## config.mk

```make
export PLATFORM = sky130hd
export DESIGN_NAME = pwr_ctrl
export DESIGN_NICKNAME = d
export VERILOG_FILES = /design/src/rtl/pwr_pkg.sv /design/src/rtl/pwr_ctrl.sv
export SDC_FILE = /design/constraint.sdc
export NUM_CORES = 1
export LEC_CHECK = 0
export ABC_AREA = 1
export BUFFER_PORTS_ARGS = -buffer_cell sky130_fd_sc_hd__buf_2
export CORE_AREA = 2 2 39 41
export CTS_CLUSTER_SIZE = 40
export DETAILED_ROUTE_END_ITERATION = 6
export DIE_AREA = 0 0 41 43
export PLACE_DENSITY = 0.66
export SYNTH_ARGS = -nofsm -noshare
export SYNTH_HDL_FRONTEND = slang
export SYNTH_SLANG_ARGS = --single-unit
```

## constraint.sdc

```tcl
create_clock -name clk -period 1.1 [get_ports clk]
set_clock_uncertainty 0.15 [all_clocks]
set_input_delay 0.055 -clock clk [delete_from_list [all_inputs] [get_ports clk]]
set_output_delay 0.055 -clock clk [all_outputs]
set_load 0.005 [all_outputs]
```

## src/rtl/pwr_pkg.sv

```systemverilog
// Package for the per-core work ring block: sizes, codes and shared structs.
// No dependencies; used by every module in rtl.
package pwr_pkg;

  localparam int RING_DEPTH_DEF   = 64;
  localparam int NUM_RINGS_DEF    = 8;
  localparam int PAYLOAD_BITS_DEF = 48;

  localparam int KIND_W    = 2;
  localparam int RING_W    = 3;
  localparam int MSG_W     = 3;
  localparam int PAY_W     = 48;
  localparam int STATUS_W  = 2;
  localparam int SLOT_W    = 6;
  localparam int CNT_W     = 32;
  localparam int CFG_W     = 4;

  localparam logic [KIND_W-1:0] REQ_PUSH  = 2'd0;
  localparam logic [KIND_W-1:0] REQ_OWN   = 2'd1;
  localparam logic [KIND_W-1:0] REQ_STEAL = 2'd2;

  localparam logic [STATUS_W-1:0] ST_DONE     = 2'd0;
  localparam logic [STATUS_W-1:0] ST_NONE     = 2'd1;
  localparam logic [STATUS_W-1:0] ST_INACTIVE = 2'd2;

  localparam logic [MSG_W-1:0] MSG_ADD  = 3'd1;
  localparam logic [MSG_W-1:0] MSG_STOP = 3'd3;

  // Controller -> datapath commands.
  typedef struct packed {
    logic load;      // latch request, set ring cursor to the requested ring
    logic scan;      // run one ring scan with the current cursor
    logic advance;   // move cursor to next candidate ring
    logic commit;    // apply found slot update and build result
    logic fail;      // build failure result with status
    logic [STATUS_W-1:0] fail_status;
  } pwr_cmd_t;

  // Datapath -> controller status.
  typedef struct packed {
    logic       is_push;
    logic       is_steal;
    logic       bad_kind;
    logic       inactive;
    logic       found;     // registered result of last scan
    logic       last_ring; // no more candidate rings
  } pwr_stat_t;

endpackage

```

## src/rtl/pwr_ctrl.sv

```systemverilog
// Controller state machine: sequences ring scans for one request at a time.
// Depends on pwr_pkg.
module pwr_ctrl (
  input  logic clk,
  input  logic rst,
  input  logic in_valid,
  output logic in_stall,
  output logic out_valid,
  input  logic out_stall,
  input  pwr_pkg::pwr_stat_t stat,
  output pwr_pkg::pwr_cmd_t cmd
);
  typedef enum logic [5:0] {
    S_IDLE  = 6'b000001,
    S_CHECK = 6'b000010,
    S_SCAN  = 6'b000100,
    S_EVAL  = 6'b001000,
    S_READ  = 6'b010000,
    S_OUT   = 6'b100000
  } state_t;

  state_t state, state_next;

  assign in_stall = (state != S_IDLE);
  assign out_valid = (state == S_OUT);

  always_comb begin
    state_next = state;
    cmd = '0;
    case (state)
      S_IDLE: begin
        if (in_valid) begin
          cmd.load = 1'b1;
          state_next = S_CHECK;
        end
      end
      S_CHECK: begin
        if (stat.bad_kind) begin
          cmd.fail = 1'b1;
          cmd.fail_status = pwr_pkg::ST_NONE;
          state_next = S_OUT;
        end else if (stat.inactive) begin
          cmd.fail = 1'b1;
          cmd.fail_status = pwr_pkg::ST_INACTIVE;
          state_next = S_OUT;
        end else state_next = S_SCAN;
      end
      S_SCAN: begin
        cmd.scan = 1'b1;
        state_next = S_EVAL;
      end
      S_EVAL: begin
        if (stat.found) state_next = S_READ;
        else if (!stat.last_ring && (stat.is_push || stat.is_steal)) begin
          cmd.advance = 1'b1;
          state_next = S_SCAN;
        end else begin
          cmd.fail = 1'b1;
          cmd.fail_status = pwr_pkg::ST_NONE;
          state_next = S_OUT;
        end
      end
      S_READ: begin
        cmd.commit = 1'b1;
        state_next = S_OUT;
      end
      S_OUT: begin
        if (!out_stall) state_next = S_IDLE;
      end
      default: state_next = S_IDLE;
    endcase
  end

  always_ff @(posedge clk) begin
    if (rst) state <= S_IDLE;
    else state <= state_next;
  end

  a_one_cmd: assert property (@(posedge clk) disable iff (rst)
    !(cmd.commit && cmd.fail)) else $error("commit and fail together");
  a_out_hold: assert property (@(posedge clk) disable iff (rst)
    (out_valid && out_stall) |=> out_valid) else $error("result dropped");
  a_scan_eval: assert property (@(posedge clk) disable iff (rst)
    cmd.scan |=> (state == S_EVAL)) else $error("scan not evaluated");
  a_no_accept_busy: assert property (@(posedge clk) disable iff (rst)
    cmd.load |-> $past(state == S_IDLE) || state == S_IDLE)
    else $error("load while busy");

endmodule

```

==> run metrics <==
Switching Fraction 0.325; Least-Margin Pin Slew between 0.2 and 0.25 ns; Layout area overhead 73.3%; ANT nets after route 0; Final setup violation count 15; synthesized cell area ~450 um^2; CP Launch Point state[0]; CTS tree done; Hold Startpoint in_valid; antenna violations before repair 0; post-route setup TNS -3.94 ns; first-pass GRT wire length 2.04 mm; reg-to-reg startpoint state[3]; Avg Inst Size Synth between 6 and 7 um^2; Syn Inst Count 66; post-route cell area between 700 and 800 um^2; Rows 14; P_sw ~0.00021 W; Pre-antenna DRT Iters 4; Leak Pwr 0.414 nW; largest cells by area after synthesis dfxtp_1, nor2_4, inv_1; Clk Latency, worst-skew pair between 0.2 and 0.3 ns; Remaining Overflow, GRT 0; failing checks negative setup slack; chip width between 40 and 50 um; Nets ~120; Core Area 1380 um^2; Hold Path Class primary input to register; Regs by FF count state: 6 flops; CP Capture Type output port; DRT iter0 DRCs 13; vias in the first global route ~510; die height between 40 and 50 um; crit start category register; clk root buf clkbuf_4; clock sink count 6; max-cap viol count 0; Max Fclk ~670 MHz; unrepaired setup endpoints after global routing yes; Power Dens Cells 835 nW/um^2; status complete, but fails checks; relative slew slack 0.862; # diodes 0; max reg flops 6; gp weighted congestion between 0.7 and 0.8; DP HPWL about 840 um; Non-Filler Instances 120; final WL roughly 1.4 mm; largest net degree at the start of global routing 7; Starting Density 0.322; Ports 19; Yosys cell types 16; placed cell areas roughly 590 um^2; layout cells sized above 1 0.635; Combinational Power Share 0.265; total CTS buffers 3; YS warnings 0; CTS clk-pin slew, worst paths approximately 0.05 ns; H-tree levels 1; most frequent cells in the layout buf_2, buf_4, inv_1, nor2_1, inv_2; CP max FO 5; Max VDD drop 0.369 mV; Yosys top cell area share 0.270; dpl cells 104; Final Hold Viols 0; Reg power frac 0.378; Clk pwr share 0.358; clk buf depth 2; Yosys top cell by area dfxtp_1; Synth Register Bits 6; Total Power 0.000645 W; setup slack after layout -0.383 ns; Routed wire per std cell between 10 and 15 um; sequential-to-total area share from yosys stat 0.270; most common cell after layout, fill and taps aside buf_2; die area 1760 um^2; # DRC 0; crit share post-route 1.35; Port Buffers 18; Setup CP Type register to output port; Biggest register state; setup slack after placement -0.134 ns; WP data arrival between 1 and 1.5 ns; required time of the worst setup path 0.89 ns; Slew Viols, Final 0; Vias/cell 4.72; syn_nets 76; fin crit period 1.48 ns; GRT Util Overall 0.174; routed vias between 500 and 600; Cell Int Power ~0.00044 W
-- cell usage after synthesis --
master / n
nand2_4: 1
nand4_1: 4
nand2_1: 5
nand2_2: 1
nor2_2: 3
and3_1: 1
nor2_4: 5
o21ai_1: 1
dfxtp_1: 6
and2_1: 1
nor3_1: 3
nand3_2: 3
inv_2: 5
nor2_1: 11
inv_1: 11
nand3_1: 5
-- repair_timing --
action | 4_1_cts | 5_1_grt
hold buffers | 3 | 0
pin swaps | 5 | 9
buffers inserted | 8 | 2
endpoints found under the hold margin | 5 | 0
endpoints found under the setup margin | 14 | 15
gates resized for setup | 5 | 11
-- metal layers --
layer,part of all wire,up-vias,GRT usage
met4,0.028,0,0.120
met3,0.051,5,0.0471
met2,0.53,21,0.288
met5,0,-,0
li1,-,283,-
met1,0.38,257,0.173
-- worst paths after layout --
path | end | slack (ns) | cells after the start
hold / removal | state[0] | 0.08 | 5
hold reg to reg | state[1] | 0.48 | 3
setup / recovery | cmd[0] | -0.38 | 6
setup reg to reg | state[0] | -0.29 | 8
-- through the flow --
step | util | hold WS, ns
after CTS | 0.520 | 0.0777
after floorplan | - | -0.0281
after global placement | 0.429 | 0.162
after detailed placement | 0.429 | 0.161
final | 0.558 | 0.0800
after global routing | 0.558 | 0.125
-- cell families (layout without fill, tap and decap cells) --
logic type,Yosys count,count (layout),share of synthesized area
compound gates,1,1,0.0112
buf+inv,16,54,0.135
flops,6,6,0.270
simple gates,43,43,0.584
-- power by group through the flow --
stage          registers, W  clock network (W)  logic [W]
2_1_floorplan      0.000244                  0  0.0000856
3_3_place_gp       0.000246                  0   0.000133
3_5_place_dp       0.000246                  0   0.000135
4_1_cts            0.000243           0.000227   0.000156
5_1_grt            0.000244           0.000238   0.000185
6_report           0.000243           0.000231   0.000171
-- critical path: stages (launching register included) --
cell and delay [ns]:
dfxtp_4 0.36, nor2_4 0.21, nand2_4 0.07, nor2_4 0.11, nand2_2 0.08, o21ai_1 0.07
buf_2 0.12
-- area by class of cell --
cell class	count	area, um^2
clock buffers	3	22.5
fillers	135	612
inverters	16	60.1
multi-input cells	44	290
flip-flops and latches	6	130
well taps	16	20.0
repair buffers	35	249
Power figures use the tool's default switching activity.
